===== config.mk =====
export PLATFORM = sky130hd
export DESIGN_NAME = lfps_coef_div
export DESIGN_NICKNAME = d
export VERILOG_FILES = /design/src/rtl/lfps_pkg.sv /design/src/rtl/lfps_coef_div.sv
export SDC_FILE = /design/constraint.sdc
export NUM_CORES = 1
export LEC_CHECK = 0
export BUFFER_PORTS_ARGS = -buffer_cell sky130_fd_sc_hd__buf_2
export CORE_ASPECT_RATIO = 0.75
export CORE_UTILIZATION = 30
export DETAILED_ROUTE_END_ITERATION = 16
export GPL_ROUTABILITY_DRIVEN = 0
export SLEW_MARGIN = 20
export SYNTH_ARGS = -nofsm -noshare
export SYNTH_HDL_FRONTEND = slang
export SYNTH_SLANG_ARGS = --single-unit

===== constraint.sdc =====
create_clock -name clk_i -period 6.8 [get_ports clk_i]
set_input_delay 0 -clock clk_i [delete_from_list [all_inputs] [get_ports clk_i]]
set_output_delay 0 -clock clk_i [all_outputs]
set_load 0.01 [all_outputs]

===== src/rtl/lfps_pkg.sv =====
// shared types, constants and helpers of the line follower steering block
package lfps_pkg;

  // field widths
  localparam int unsigned POS_W       = 13;
  localparam int unsigned SMP_W       = 10;
  localparam int unsigned SMP_FIELDS  = 8;
  localparam int unsigned DUTY_W      = 8;
  localparam int unsigned MODE_W      = 2;
  localparam int unsigned GAIN_W      = 8;
  localparam int unsigned EXP_W       = 3;
  localparam int unsigned THR_W       = 10;
  localparam int unsigned CFG_IDX_W   = 3;
  localparam int unsigned CFG_DATA_W  = 10;
  localparam int unsigned IN_TDATA_W  = 96;
  localparam int unsigned OUT_TDATA_W = 24;

  // controller arithmetic widths
  localparam int unsigned FRAC_BITS  = 16;
  localparam int unsigned COEF_W     = 24;
  localparam int unsigned NUM_W      = 26;
  localparam int unsigned DIV_W      = 25;
  localparam int unsigned ERR_W      = 13;
  localparam int unsigned DERIV_W    = 14;
  localparam int unsigned INTEG_W    = 32;
  localparam int unsigned PROD_W     = COEF_W + 1 + INTEG_W;
  localparam int unsigned ACC_W      = PROD_W + 2;
  localparam int unsigned SINT_W     = ACC_W - FRAC_BITS;
  localparam int unsigned SPD_W      = 9;
  localparam int unsigned GAIN_TERMS = 3;

  // constants of the steering law
  localparam int POS_MAX       = 7000;
  localparam int POS_CENTRE    = 3500;
  localparam int BASE_SPEED    = 100;
  localparam int SPD_MAX       = 150;
  localparam int SPD_MIN       = -100;
  localparam int SAMPLE_FULL   = 1000;
  localparam int TURN_DUTY     = 100;
  localparam int TURN_MIN_HITS = 3;
  localparam int THR_RESET     = 500;
  localparam int EXP_RESET     = 1;

  typedef enum logic [MODE_W-1:0] {
    MODE_STOP,
    MODE_PID,
    MODE_RIGHT,
    MODE_LEFT
  } steer_mode_e;

  typedef enum logic [CFG_IDX_W-1:0] {
    REG_ENABLE,
    REG_KP_GAIN,
    REG_KP_EXP,
    REG_KI_GAIN,
    REG_KI_EXP,
    REG_KD_GAIN,
    REG_KD_EXP,
    REG_THRESHOLD
  } cfg_reg_e;

  // one gain term: mantissa and decimal exponent
  typedef struct packed {
    logic [GAIN_W-1:0] gain;
    logic [EXP_W-1:0]  expo;
  } gain_cfg_t;

  // ten to the power of the exponent
  function automatic logic [NUM_W-1:0] pow10(input logic [EXP_W-1:0] e);
    logic [NUM_W-1:0] p;
    unique case (e)
      3'd0:    p = NUM_W'(1);
      3'd1:    p = NUM_W'(10);
      3'd2:    p = NUM_W'(100);
      3'd3:    p = NUM_W'(1000);
      3'd4:    p = NUM_W'(10000);
      3'd5:    p = NUM_W'(100000);
      3'd6:    p = NUM_W'(1000000);
      default: p = NUM_W'(10000000);
    endcase
    return p;
  endfunction

endpackage


===== src/rtl/lfps_coef_div.sv =====
// bit-serial divider that turns gain mantissa and exponent into q.16 coefficients
module lfps_coef_div (
  input  logic                                              clk_i,
  input  logic                                              rst_ni,
  input  logic                                              recalc_i,
  input  lfps_pkg::gain_cfg_t [lfps_pkg::GAIN_TERMS-1:0]    gains_i,
  output logic [lfps_pkg::GAIN_TERMS-1:0][lfps_pkg::COEF_W-1:0] coef_o,
  output logic                                              busy_o
);

  typedef enum logic {C_IDLE, C_RUN} cstate_e;

  localparam int unsigned STEP_W = $clog2(lfps_pkg::NUM_W);
  localparam int unsigned SEL_W  = $clog2(lfps_pkg::GAIN_TERMS);

  cstate_e                             state_q;
  logic                                dirty_q;
  logic [SEL_W-1:0]                    sel_q;
  logic [STEP_W-1:0]                   step_q;
  logic [lfps_pkg::GAIN_TERMS-1:0][lfps_pkg::COEF_W-1:0] coef_q;
  logic [lfps_pkg::NUM_W-1:0]          num_q;
  logic [lfps_pkg::DIV_W-1:0]          rem_q;
  logic [lfps_pkg::DIV_W-1:0]          div_q;

  logic                                start_c;
  logic                                last_step_c;
  logic                                next_term_c;
  logic [SEL_W-1:0]                    load_sel_c;
  lfps_pkg::gain_cfg_t                 load_gain_c;
  logic [lfps_pkg::DIV_W:0]            trial_c;
  logic                                q_bit_c;
  logic [lfps_pkg::DIV_W-1:0]          rem_n_c;
  logic [lfps_pkg::NUM_W-1:0]          num_n_c;

  // sequencing of the three divisions
  assign start_c     = (state_q == C_IDLE) && dirty_q;
  assign last_step_c = (state_q == C_RUN) && (step_q == STEP_W'(lfps_pkg::NUM_W - 1));
  assign next_term_c = last_step_c && (sel_q != SEL_W'(lfps_pkg::GAIN_TERMS - 1));
  assign load_sel_c  = start_c ? '0 : SEL_W'(sel_q + 1'b1);
  assign load_gain_c = gains_i[load_sel_c];

  // one restoring step: shift in the next numerator bit, subtract if it fits
  assign trial_c = {rem_q, num_q[lfps_pkg::NUM_W-1]};
  assign q_bit_c = trial_c >= {1'b0, div_q};
  assign rem_n_c = q_bit_c ? lfps_pkg::DIV_W'(trial_c - {1'b0, div_q})
                           : trial_c[lfps_pkg::DIV_W-1:0];
  assign num_n_c = {num_q[lfps_pkg::NUM_W-2:0], q_bit_c};

  // control and coefficient registers
  always_ff @(posedge clk_i or negedge rst_ni) begin
    if (!rst_ni) begin
      state_q <= C_IDLE;
      dirty_q <= 1'b0;
      sel_q   <= '0;
      step_q  <= '0;
      coef_q  <= '0;
    end else begin
      if (recalc_i) begin
        dirty_q <= 1'b1;
      end else if (start_c) begin
        dirty_q <= 1'b0;
      end
      unique case (state_q)
        C_IDLE: begin
          if (dirty_q) begin
            state_q <= C_RUN;
            sel_q   <= '0;
            step_q  <= '0;
          end
        end
        C_RUN: begin
          step_q <= STEP_W'(step_q + 1'b1);
          if (last_step_c) begin
            coef_q[sel_q] <= lfps_pkg::COEF_W'(num_n_c);
            step_q        <= '0;
            if (next_term_c) begin
              sel_q <= load_sel_c;
            end else begin
              state_q <= C_IDLE;
            end
          end
        end
        default: state_q <= C_IDLE;
      endcase
    end
  end

  // dividend, divisor and partial remainder
  always_ff @(posedge clk_i) begin
    if (start_c || next_term_c) begin
      // round half up: (gain * 2^17 + d) / (2 d)
      num_q <= lfps_pkg::NUM_W'({load_gain_c.gain, {(lfps_pkg::FRAC_BITS + 1){1'b0}}})
               + lfps_pkg::pow10(load_gain_c.expo);
      div_q <= lfps_pkg::DIV_W'({lfps_pkg::pow10(load_gain_c.expo), 1'b0});
      rem_q <= '0;
    end else if (state_q == C_RUN) begin
      num_q <= num_n_c;
      rem_q <= rem_n_c;
    end
  end

  assign coef_o = coef_q;
  assign busy_o = dirty_q || (state_q == C_RUN);

`ifndef NO_ASSERTIONS
  a_recalc_busy: assert property (@(posedge clk_i) disable iff (!rst_ni)
    recalc_i |=> busy_o)
    else $error("coefficient request did not mark the unit busy");

  a_rem_below_div: assert property (@(posedge clk_i) disable iff (!rst_ni)
    (state_q == C_RUN) |-> (rem_q < div_q))
    else $error("partial remainder reached the divisor");

  a_sel_range: assert property (@(posedge clk_i) disable iff (!rst_ni)
    (state_q == C_RUN) |-> (sel_q < SEL_W'(lfps_pkg::GAIN_TERMS)))
    else $error("gain term select out of range");
`endif

endmodule


* Word-level counts from Yosys, hierarchy flattened
Cells that the tools add are included.
** Word-level totals
- Bits in registers :: 156
- Input bits :: 36
- Output and inout port bits :: 73
- Word-level logic and storage cells :: 65
** Operators by class
- Add/subtract/negate cells :: 4
- Order comparisons :: 4
- Eq/ne operators :: 11
- Multiplexer cells :: 24
- Bitwise gates (word level) :: 1
- Reductions and logical operators :: 11
** Operator list (number)
- case mux 24 bit (7 select lines) :: 1
- two-way mux 26 bit :: 3
- bitwise mux 72 bit :: 1
- demux 24 bit (select 2 bit) :: 1
- adder 25 x 26 -> 26 bit :: 1
- greater-or-equal comparator 26 x 25 -> 1 bit :: 1
- two-way mux 25 bit :: 1
- subtractor 25 bit :: 1
- two-way mux 24 bit :: 1
- binary-select mux 11 bit (select 2 bit) :: 1
- two-way mux 11 bit :: 1
- two-way mux 5 bit :: 2
- case mux 5 bit (2 select lines) :: 1
- equality test 3 bit (second input constant) :: 3
- two-way mux 2 bit :: 4
- equality test 3 x 2 -> 1 bit (second input constant) :: 2
- < comparator 2 x 3 -> 1 bit (second input constant) :: 2
- adder 5 x 1 -> 5 bit (second input constant) :: 1
- equality test 5 bit (second input constant) :: 1
- two-way mux 1 bit :: 5
- logical AND 1 bit :: 4
- inequality test 2 x 1 -> 1 bit (second input constant) :: 2
- inequality test 2 bit (second input constant) :: 2
- case mux 2 bit (2 select lines) :: 1
- 10 further kinds :: 12

* Logic depth before layout (Yosys ltp)
Gate-level depths: netlist of the first run.
- Depth in word-level cells :: 10
- Depth in mapped cells :: 21
- Mapped depth without buffers :: 18

* Worst setup path before layout of the first run
OpenSTA, ideal clock, no wires.
- Path type :: flip-flop to flip-flop
- Start :: register sel_q[0]
- End :: register num_q[24] (netlist bit), data pin
- Library setup time :: 269 ps
- Arrival :: 3358 ps
- Required time :: 6531 ps
- Path slack :: 3173 ps
- Stages on the path, launching flop included :: 20
- Path buffers :: 3
- Period minus slack after synthesis :: 3627 ps
- Cells stage by stage :: dfrtp_1 clkbuf_1 inv_1 ha_1 and2_1 buf_2 o21ai_0 buf_2 nand2_1 inv_1 nand2_1 inv_1 ha_1 a21o_1 a21oi_1 nor2b_1 o21a_1 a31oi_1 xor2_1 o21ai_0
** Between the ends
- Longest elaborated chain between the ends :: 9
- Elaborated cells between the ends (all ways) :: 18
- Those cells by class :: 2 x add/sub; 7 x eq/ne; 6 x mux; 3 x reduce/logical
** RTL lines
- from (decl) :: line lfps_coef_div.sv:18 : logic [SEL_W-1:0] sel_q;
- from (signal assigned) :: line lfps_coef_div.sv:77 : sel_q <= load_sel_c;
- adder 2 x 1 -> 2 bit :: line lfps_coef_div.sv:39 : assign load_sel_c = start_c ? '0 : SEL_W'(sel_q + 1'b1);
- two-way mux 2 bit :: line lfps_coef_div.sv:39
- binary-select mux 11 bit (select 2 bit) :: line lfps_coef_div.sv:40 : assign load_gain_c = gains_i[load_sel_c];
- two-way mux 11 bit (not written as such) :: line lfps_coef_div.sv:40
- equality test 3 bit, or another cell as far along :: line lfps_pkg.sv:71 : unique case (e)
- case mux 24 bit (7 select lines) :: line lfps_pkg.sv:71
- two-way mux 26 bit :: line lfps_coef_div.sv:90 : if (start_c || next_term_c) begin
- adder 25 x 26 -> 26 bit :: line lfps_coef_div.sv:93 : + lfps_pkg::pow10(load_gain_c.expo);
- two-way mux 26 bit * :: line lfps_coef_div.sv:90
- to (signal assigned) :: line lfps_coef_div.sv:92 : num_q <= lfps_pkg::NUM_W'({load_gain_c.gain, {(lfps_pkg::FRAC_BITS + 1){1'b0}}})
- to (signal assigned) :: line lfps_coef_div.sv:97 : num_q <= num_n_c;
- to (decl) :: line lfps_coef_div.sv:21 : logic [lfps_pkg::NUM_W-1:0] num_q;
Mark *: on every way between the ends. The rest lies on a longest branch, timed or not. The select of a mux whose other input is x is not followed.
A chain may end at the register's enable or synchronous reset.

* Worst setup path in the final report of the first run
Same ends and word-level chain as after synthesis.

==> results by group, run 1 <==
Timing
  – Final setup fails: 0
  – Slew @ Worst Pin: 1020 ps
  – RSZ-0062 raised after global routing: false
  – Minimum clock period: 4380 ps
  – Setup ws final: 2420 ps
  – Max-slew violation count: 0
  – Fin Setup TNS: 0 ps
  – Slew headroom: 0.323
  – Max Fclk: 0.228 GHz
  – Layout Skew: 7.19 ps
  – Final hold violations: 0
  – Final period util: 0.644

Finish
  – Number of diodes: 0
  – Final non-filler cell total: 1125
  – Share of post-route cells with drive strength above 1: 0.305
  – Layout overhead on the synthesized area: 19.5%
  – Layout Nets: 850

Detailed routing
  – Vias per Instance: 4.91
  – DRT Wirelength: 18.4 mm
  – Initial DRT Pass Iterations: 4
  – DR WL/cell: 16.3 µm
  – Via count: 5528
  – Detail Route Antenna Nets: 0
  – Residual DRC: 0
  – Initial drt markers: 285

GRT
  – Antenna violations before repair: 0
  – First-pass GRT wire length: 29.8 mm
  – All-Layer GR Usage: 0.150
  – Largest net degree at the start of global routing: 64
  – GRT overflow: 0
  – Number of global-route vias before repair: 5375

Logic synthesis
  – Ranking of synthesized cells by area: dfrtp_1, edfxtp_1, mux2_2
  – Synth top cells by count: dfrtp_1, mux2_2, nand2_1
  – Net count after synthesis: 741
  – Distinct cells, synth: 63
  – Asr flop ratio synth: 0.547
  – Most frequent cell after synthesis: dfrtp_1
  – Synth top area share: 0.268
  – Ys Warns: 0
  – Post-synth design cell area: 7550 µm²
  – Syn Inst Count: 672
  – Post-synth EDFFs: 42
  – Synth area leader: dfrtp_1
  – Yosys reg bits: 148
  – Prevailing post-synth register cell: dfrtp_1
  – Seq/Total Area, Yosys: 0.502
  – Mapped Avg Cell Area: 11.2 µm²

CTS
  – Clock latency on the worst-skew pair: 430 ps
  – CTS tree: yes
  – Root buf cell: clkbuf_16
  – Post-CTS Setup Inserts: 0
  – CTS-repair resized insts: 0
  – Sink Count: 148
  – H-tree Lvls: 4
  – Cts hold-fix bufs: 3
  – Clock buffer count from CTS: 17
  – Clock Pin Slew Worst Setup and Hold Paths: 70 ps
  – CTS max path bufs: 2

Place
  – DPL Wire Length: 13.0 mm
  – Cell total after placement: 1090
  – PortBufs: 108
  – Setup WS pre-CTS: 1930 ps

Die
  – Number of placement rows: 49
  – Core Box Area: 24300 µm²
  – Initial Utilization: 0.310
  – Boundary pin count: 109
  – Die width: 185 µm
  – Chip height: 139 µm
  – Die ar.: 25800 µm²

Critical path
  – WP data arrival: 4540 ps
  – Buf+Inv Stages, Crit Path: 3
  – Critical path's most frequent cell: inv_1
  – CP top delay family: compound AO/OA/AOI/OAI gates
  – Slowest CP cell: dfrtp_1
  – CP endpoint kind: flip-flop
  – Worst path cell trace: inv_1 > ha_1 > and2_1 > nand3_1 > o21ai_1 > nand2_1 > inv_1 > nand2_1 > inv_1 > ha_1 > a21o_1 > a21oi_1 > nor2b_1 > o21a_1 > a31oi_1 > xor2_1 > o21ai_0
  – Worst Setup Start Kind: flip-flop
  – Largest stage delay, worst path: 580 ps
  – CP required: 6970 ps
  – CP Class: flip-flop to flip-flop
  – CP max FO: 17

Power
  – PD cells: 512 nW/µm²
  – Max IR drop VDD: 0.212 mV
  – P_leak: 4.26 nW
  – Total power draw: 4.62 mW

Run status
  – Status: finished, final reports clean

Min path
  – Type of the worst min-delay path: primary input to flip-flop

Flow run
  – Max-Cap Viols: 0
## worst reg2reg max path, cell delays in order, from the launching register on
cell and delay (ps):
dfrtp_1 580, inv_1 190, ha_1 360, and2_1 460, nand3_1 130, o21ai_1 420, nand2_1 210, inv_1 140
nand2_1 130, inv_1 150, ha_1 250, a21o_1 180, a21oi_1 220, nor2b_1 70, o21a_1 200, a31oi_1 190
xor2_1 150, o21ai_0 80
## area by class of cell
class | instances | area [µm²]
tap | 331 | 414
sequential | 148 | 3790
fill | 2457 | 15300
multi-input combinational | 462 | 3510
clock inverter | 10 | 75.1
clock buffer | 22 | 475
timing repair buffer | 120 | 641
inverter | 32 | 120
## state kept, by name, summed over array words and instances, names as in the netlist
name     count
coef_o      72
sel_q        2
rem_q       25
state_q      1
num_q       26
dirty_q      1
div_q       16
step_q       5
## metrics by stage
step / utilization / cell area [µm²] / hold WS, ps
3_3_place_gp: 0.347 / 8440 / -114
2_1_floorplan: - / 7550 / -296
4_1_cts: 0.371 / 9020 / 190
3_5_place_dp: 0.347 / 8440 / -115
5_1_grt: 0.371 / 9030 / 230
6_report: 0.371 / 9030 / 207
## layer usage
| layer | vias up | GRT usage | share of wire |
|---|---|---|---|
| met2 | 139 | 0.208 | 0.41 |
| li1 | 2674 | - | - |
| met1 | 2697 | 0.227 | 0.54 |
| met3 | 18 | 0.0361 | 0.041 |
| met4 | 0 | 0.0444 | 0.013 |
| met5 | - | 0 | 0 |
## cell families after synthesis
group / Yosys count / share of synthesized area
and+or+nand+nor: 164 / 0.102
AOI/OAI and AO/OA: 140 / 0.130
buffers and inverters: 62 / 0.0350
xor gates and xnor gates: 26 / 0.0301
DFF: 148 / 0.502
adders and majority gates: 33 / 0.0567
muxes: 99 / 0.144
## path summary, 6_finish.rpt
path	endpoint	start	slack, ps	depth (start not counted)
worst max-delay path	num_q[24]	sel_q[0]	2420	17
worst min-delay path	num_q[17]	gains_i[25]	210	5
worst max register to register	num_q[24]	sel_q[0]	2420	17
worst min register to register	coef_o[0]	coef_o[0]	480	2
max in group asynchronous	coef_o[12]	rst_ni	5550	3
min in group asynchronous	coef_o[31]	rst_ni	310	3
## power by group
part           total, mW  switching [mW]  internal, mW
clock              0.887           0.386         0.501
combinational       2.12            1.20         0.917
sequential          1.61           0.280          1.33
## cells in the final DEF (no fill, tap or decap), drive strengths merged, types with 21 or more instances in the layout
cell type / Yosys / final
dfrtp: 81 / 81
dfxtp: 25 / 25
mux2i: 21 / 21
nand2: 64 / 64
mux2: 78 / 78
o21ai: 52 / 52
nand3: 27 / 27
buf: 10 / 117
inv: 32 / 34
clkbuf: 19 / 22
ha: 31 / 31
nor2: 28 / 28
edfxtp: 42 / 42
Power figures use the tool's default switching activity.
==> inputs of run 2 (changes only) <==
Clock period 6.8 ns to 3.5 ns, I/O delays scaled along.
==> results by group, run 2 (same netlist as run 1, synthesis figures left out) <==
Run status
  – Status: finished, final reports clean

Detailed routing
  – Detail Route Antenna Nets: 0 (unchanged)
  – Initial DRT Pass Iterations: 4 (unchanged)
  – DRT Wirelength: 18.1 mm (-1.7%)
  – Via count: 5510 (-0.33%)
  – Routed length on met3: 876 µm (+16%)
  – Highest metal used: met4
  – M1 wire length: 9.63 mm (-2.9%)
  – Residual DRC: 0 (unchanged)
  – Vias per Instance: 4.85 (-1.2%)
  – Met2 Routed Length: 7.43 mm (-0.31%)
  – DR WL/cell: 15.9 µm (-2.6%)
  – Initial drt markers: 301 (+5.6%)

Critical path
  – CP max FO: 10 (-7)
  – Slowest CP cell: fa_1
  – CP endpoint kind: flip-flop
  – Worst path cell trace: inv_1 > ha_1 > and2_4 > nand3_1 > o21ai_2 > nand2_1 > inv_1 > nand2_2 > inv_1 > ha_1 > inv_1 > fa_1 > nor2b_1 > o21ai_0 > nand2b_1 > nand3_1 > xor2_1 > o21ai_0
  – Largest stage delay, worst path: 400 ps (-180 ps)
  – Critical path's most frequent cell: inv_1
  – R2R setup slack: 270 ps (-2150 ps)
  – CP required: 3660 ps (-3310 ps)
  – Worst Setup Start Kind: flip-flop
  – CP Class: flip-flop to flip-flop
  – Buf+Inv Stages, Crit Path: 4 (+1)
  – WP data arrival: 3380 ps (-1160 ps)
  – CP top delay family: adder cells

Power
  – PD cells: 1000 nW/µm² (+96%)
  – P_leak: 4.34 nW (+2.0%)
  – Max IR drop VDD: 0.439 mV (+110%)

GRT
  – GRT overflow: 0 (unchanged)
  – Number of global-route vias before repair: 5428 (+0.99%)
  – All-Layer GR Usage: 0.146 (-0.00360)
  – Antenna violations before repair: 0 (unchanged)
  – First-pass GRT wire length: 29.4 mm (-1.6%)
  – Largest net degree at the start of global routing: 64 (unchanged)

CTS
  – Clock Pin Slew Worst Setup and Hold Paths: 60 ps (about the same)
  – CTS tree: yes
  – CTS max path bufs: 2 (unchanged)
  – Sink Count: 148 (unchanged)
  – Clock buffer count from CTS: 17 (unchanged)
  – Root buf cell: clkbuf_16
  – Post-CTS Setup Inserts: 0 (unchanged)
  – H-tree Lvls: 4 (unchanged)
  – Clock latency on the worst-skew pair: 420 ps (about the same)

Finish
  – Most common cell after layout, fill and taps aside: buf_2
  – Number of diodes: 0 (unchanged)
  – Layout overhead on the synthesized area: 21.7%
  – Share of post-route cells with drive strength above 1: 0.318 (+0.0136)
  – Layout Nets: 860 (+1.2%)
  – Commonest cells after routing, fill and taps aside: buf_2, dfrtp_1, mux2_2, nand2_1, o21ai_0
  – Final non-filler cell total: 1135 (+0.89%)
  – Max FFs per register: 72 (unchanged)

Timing
  – Slew headroom: 0.279 (-0.0439)
  – Fin Setup TNS: 0 ps (unchanged)
  – Max Fclk: 0.310 GHz (+36%)
  – Layout Skew: 6.89 ps (-0.307 ps)
  – Final period util: 0.921 (+0.278)
  – Max-slew violation count: 0 (unchanged)
  – Minimum clock period: 3230 ps (-1150 ps)
  – Final hold violations: 0 (unchanged)
  – RSZ-0062 raised after global routing: false
  – Slew @ Worst Pin: 1080 ps (+65.8 ps)
  – Setup ws final: 275 ps (-2150 ps)
  – Final setup fails: 0 (unchanged)

Die
  – Boundary pin count: 109 (unchanged)
  – Core Box Area: 24300 µm² (unchanged)
  – Number of placement rows: 49 (unchanged)
  – Die width: 185 µm (unchanged)
  – Die ar.: 25800 µm² (unchanged)
  – Chip height: 139 µm (unchanged)
  – Initial Utilization: 0.310 (unchanged)

Place
  – DPL Wire Length: 13.1 mm (+0.78%)
  – PortBufs: 108 (unchanged)
  – Cell total after placement: 1101 (+1.0%)
  – Setup WS pre-CTS: 14.8 ps (-1910 ps)

Min path
  – Type of the worst min-delay path: primary input to flip-flop

Flow run
  – Max-Cap Viols: 0 (unchanged)
-- run 2: cell types whose count changed in the layout (fill, tap and decap cells not counted), sizes merged --
cell	before	now
buf	117	128
clkbuf	22	29
inv	34	31
clkinv	6	4
clkinvlp	2	0
dlygate4sd3	3	2
-- run 2: path summary, 6_finish.rpt --
check | from | to | cells after the start
worst min-delay path | gains_i[23] | div_q[20] | 5
worst max register to register | sel_q[0] | num_q[23] | 18
worst max-delay path | sel_q[0] | num_q[23] | 18
worst min register to register | coef_o[0] | coef_o[0] | 2
min in group asynchronous | rst_ni | coef_o[32] | 2
max in group asynchronous | rst_ni | step_q[4] | 3
-- run 2: what timing repair did --
| item | 4_1_cts | 5_1_grt |
|---|---|---|
| pin swaps | 0 | 1 |
| resized for setup | 1 | 9 |
| endpoints found under the hold margin | 63 | 0 |
| setup endpoints to repair | 1 | 5 |
| hold buffers | 2 | 0 |
-- run 2: through the flow --
step | power, mW | utilization | instance area [µm²] | hold slack, ps
floorplan | 6.03 | - | 7560 | -296
global placement | 7.26 | 0.351 | 8530 | 130
detailed placement | 7.35 | 0.351 | 8530 | 129
CTS | 9.23 | 0.376 | 9160 | 189
global route | 9.94 | 0.378 | 9190 | 204
finish | 9.22 | 0.378 | 9190 | 169
-- run 2: where the power goes --
group	switching, mW	internal (mW)
Sequential	0.525	2.59
Clock	0.705	1.14
Combinational	2.36	1.90
-- run 2: routing by layer --
layer | track usage | vias to the layer above
met2 | 0.207 | 129
li1 | - | 2698
met3 | 0.0314 | 14
met1 | 0.222 | 2669
met5 | 0 | -
met4 | 0.0378 | 0
-- run 2: final cells by class --
class | count | area (µm²)
clock buffer | 29 | 586
clock inverter | 3 | 26.3
fill | 2424 | 15100
inverter | 32 | 120
multi-input combinational | 462 | 3530
sequential | 148 | 3790
tap | 331 | 414
timing repair buffer | 130 | 726
-- run 2: tightest hold or removal path, delay by kind of cell --
family	cells	cell delay, ps
buffers and inverters	2	200
and+or+nand+nor	2	180
AOI/OAI and AO/OA	1	80
==> inputs of run 3 (changes only) <==
Settings changed: ABC_AREA from default to 1.
Clock period 3.5 ns to 2.96 ns, I/O delays scaled along.
==> results by group, run 3 <==
Finish
  – Number of diodes: 0 (unchanged)
  – Commonest cells after routing, fill and taps aside: nand2_1, inv_1, o21ai_0, buf_2, dfrtp_1
  – Most common cell after layout, fill and taps aside: nand2_1
  – Max FFs per register: 72 (unchanged)
  – Design area: 9950 µm² (+8.2%)
  – Final core utilization: 0.381 (+0.00355)
  – Layout Nets: 1244 (+45%)
  – Layout overhead on the synthesized area: 24.2%
  – Share of post-route cells with drive strength above 1: 0.194 (-0.124)

Logic synthesis
  – Seq/Total Area, Yosys: 0.473 (-0.0287)
  – Ranking of synthesized cells by area: dfrtp_1, edfxtp_1, nand2_1
  – Syn Inst Count: 1031 (+53%)
  – Post-synth design cell area: 8010 µm² (+6.1%)
  – Ys Warns: 0 (unchanged)
  – Yosys reg bits: 148 (unchanged)
  – Synth top cells by count: nand2_1, inv_1, o21ai_0
  – Asr flop ratio synth: 0.547 (unchanged)
  – Mapped Avg Cell Area: 7.77 µm² (-31%)
  – Synth area leader: dfrtp_1
  – Post-synth EDFFs: 42 (unchanged)
  – Prevailing post-synth register cell: dfrtp_1
  – Synth top area share: 0.253 (-0.0153)
  – Net count after synthesis: 1100 (+48%)
  – Most frequent cell after synthesis: nand2_1
  – Distinct cells, synth: 43 (-32%)

Timing
  – Fin Setup TNS: 0 ps (unchanged)
  – Slew @ Worst Pin: 748 ps (-334 ps)
  – Final hold violations: 0 (unchanged)
  – Layout Skew: 10.3 ps (+3.44 ps)
  – Final setup fails: 0 (unchanged)
  – Setup ws final: 89.8 ps (-185 ps)
  – Max-slew violation count: 0 (unchanged)
  – Final period util: 0.970 (+0.0482)
  – Minimum clock period: 2870 ps (-355 ps)
  – Max Fclk: 0.348 GHz (+12%)
  – Slew headroom: 0.502 (+0.223)

GRT
  – GRT overflow: 0 (unchanged)
  – Number of global-route vias before repair: 6579 (+21%)
  – First-pass GRT wire length: 34.8 mm (+18%)
  – Largest net degree at the start of global routing: 82 (+28%)
  – All-Layer GR Usage: 0.163 (+0.0165)
  – Antenna violations before repair: 0 (unchanged)

Power
  – Internal power: 6.59 mW (+17%)
  – PD cells: 1190 nW/µm² (+19%)
  – Net Sw Frac: 0.444 (+0.0547)
  – Max IR drop VDD: 0.440 mV (+0.32%)
  – P_sw: 5.26 mW (+47%)
  – Comb power frac: 0.521 (+0.060)
  – Clock Power Share: 0.187 (-0.013)
  – P_leak: 5.07 nW (+17%)
  – Total power draw: 11.9 mW (+29%)
  – Sequential power share: 0.292 (-0.046)

Die
  – Number of placement rows: 51 (+4.1%)
  – Core Box Area: 26100 µm² (+7.2%)
  – Chip height: 144 µm (+2.9%)
  – Die ar.: 27400 µm² (+6.0%)
  – Boundary pin count: 109 (unchanged)
  – Die width: 191 µm (+3.0%)
  – Initial Utilization: 0.307 (-0.00337)

Critical path
  – Slowest CP cell: dfrtp_1
  – R2R setup slack: 90 ps (-190 ps)
  – CP top delay family: adder cells
  – CP Class: flip-flop to flip-flop
  – Worst path cell trace: inv_4 > ha_4 > nand2_8 > inv_6 > nand3_1 > nand2_2 > inv_4 > nor2_4 > nand2_2 > inv_2 > ha_4 > inv_2 > fa_2 > nor2_1 > a211o_1 > nand2_2 > nor2_4 > nor2_1 > o21ai_1 > o21ai_1
  – Reg-to-reg critical path endpoint: num_q[23]
  – CP max FO: 9 (-1)
  – Buf+Inv Stages, Crit Path: 5 (+1)
  – CP required: 3150 ps (-510 ps)
  – CP endpoint kind: flip-flop
  – RR Startpoint: sel_q[0]
  – Largest stage delay, worst path: 400 ps (about the same)
  – Worst Setup Start Kind: flip-flop
  – Cells on worst reg2reg path: 20 (+2)
  – WP data arrival: 3060 ps (-320 ps)
  – Critical path's most frequent cell: nand2_2

Detailed routing
  – Detail Route Antenna Nets: 0 (unchanged)
  – DR WL/cell: 14.2 µm (-11%)
  – Vias per Instance: 4.64 (-4.5%)
  – Initial DRT Pass Iterations: 5 (+1)
  – Via count: 7104 (+29%)
  – DRT Wirelength: 21.8 mm (+21%)
  – Initial drt markers: 459 (+52%)
  – Residual DRC: 0 (unchanged)

Place
  – PortBufs: 108 (unchanged)
  – DPL Wire Length: 16.0 mm (+22%)
  – Setup WS pre-CTS: -54.2 ps (-69.0 ps)
  – Placed Area: 9060 µm² (+6.2%)

Flow run
  – Max-Cap Viols: 0 (unchanged)

CTS
  – Clock Pin Slew Worst Setup and Hold Paths: 70 ps (about the same)
  – CTS max path bufs: 2 (unchanged)
  – Sink Count: 148 (unchanged)
  – CTS tree: yes
  – Clock buffer count from CTS: 17 (unchanged)
  – H-tree Lvls: 4 (unchanged)
  – Root buf cell: clkbuf_16
  – Clock latency on the worst-skew pair: 430 ps (about the same)

Run status
  – Status: finished, final reports clean

Min path
  – Type of the worst min-delay path: primary input to async pin
[run 3: cell types whose count changed after synthesis, moves of 9 or more]
cell	delta
mux2_2	-78
o21ai_0	+71
nand3_1	+41
inv_1	+108
o31ai_1	-9
a21o_1	-13
mux2i_1	-21
nor2_1	+33
a32oi_1	-11
nand2_1	+254
a21oi_1	+13
[run 3: worst register-to-register path, cell delays in order, from the launching register on]
cell,delay (ps)
dfrtp_1,400
inv_4,70
ha_4,300
nand2_8,80
inv_6,70
nand3_1,70
nand2_2,110
inv_4,50
nor2_4,90
nand2_2,80
inv_2,100
ha_4,150
inv_2,50
fa_2,390
nor2_1,90
a211o_1,130
nand2_2,90
nor2_4,120
nor2_1,50
o21ai_1,70
o21ai_1,70
[run 3: worst max path at each step]
stage	endpoint	cells after the start	from	slack (ps)
6_report	num_q[23]	20	sel_q[0]	90
5_1_grt	num_q[23]	20	sel_q[0]	-80
4_1_cts	num_q[25]	16	sel_q[0]	1
3_5_place_dp	num_q[23]	20	sel_q[0]	-50
3_3_place_gp	num_q[23]	20	sel_q[0]	40
2_1_floorplan	num_q[23]	20	sel_q[0]	8
[run 3: area by class of cell]
cell class                 instances  area (µm²)
clock buffer                      17         425
clock inverter                    15         181
fill                            2615       16100
inverter                         147         567
multi-input combinational        702        3600
sequential                       148        3790
tap                              344         430
timing repair buffer             159         955
[run 3: power groups by stage]
stage / logic (mW) / registers (mW) / clock network [mW]
4_1_cts: 5.83 / 3.45 / 2.27
5_1_grt: 6.97 / 3.56 / 2.35
6_report: 6.18 / 3.46 / 2.21
3_5_place_dp: 5.71 / 3.48 / 0
2_1_floorplan: 3.76 / 3.55 / 0
3_3_place_gp: 5.61 / 3.47 / 0
[run 3: per-stage QoR]
stage	hold WS [ps]	instances
global placement	200	1477
floorplan	-296	1031
global route	258	1532
finish	197	1532
detailed placement	216	1477
CTS	198	1516
[run 3: logic make-up (layout without fill, tap and decap cells)]
group	after synthesis	count (layout)	synth area share
flops	148	148	0.473
xor+xnor	13	13	0.0142
simple gates	481	481	0.251
compound gates	175	175	0.118
buf+inv	181	338	0.0901
fa+ha+maj	33	33	0.0534
[run 3: what timing repair did]
item | in CTS | in global routing
hold buffers | 2 | 0
cloned | 0 | 0
resized for setup | 3 | 22
endpoints found under the hold margin | 82 | 0
pin swaps | 2 | 14
buffers inserted | 5 | 16
endpoints found under the setup margin | 1 | 4
[run 3: per-layer routing]
layer  vias to the layer above  wire length, µm  GRT usage
li1                       3600                -          -
met1                      3262            11000      0.237
met2                       216             9260      0.241
met3                        26             1240     0.0357
met4                         0              301     0.0425
met5                         -                0          0
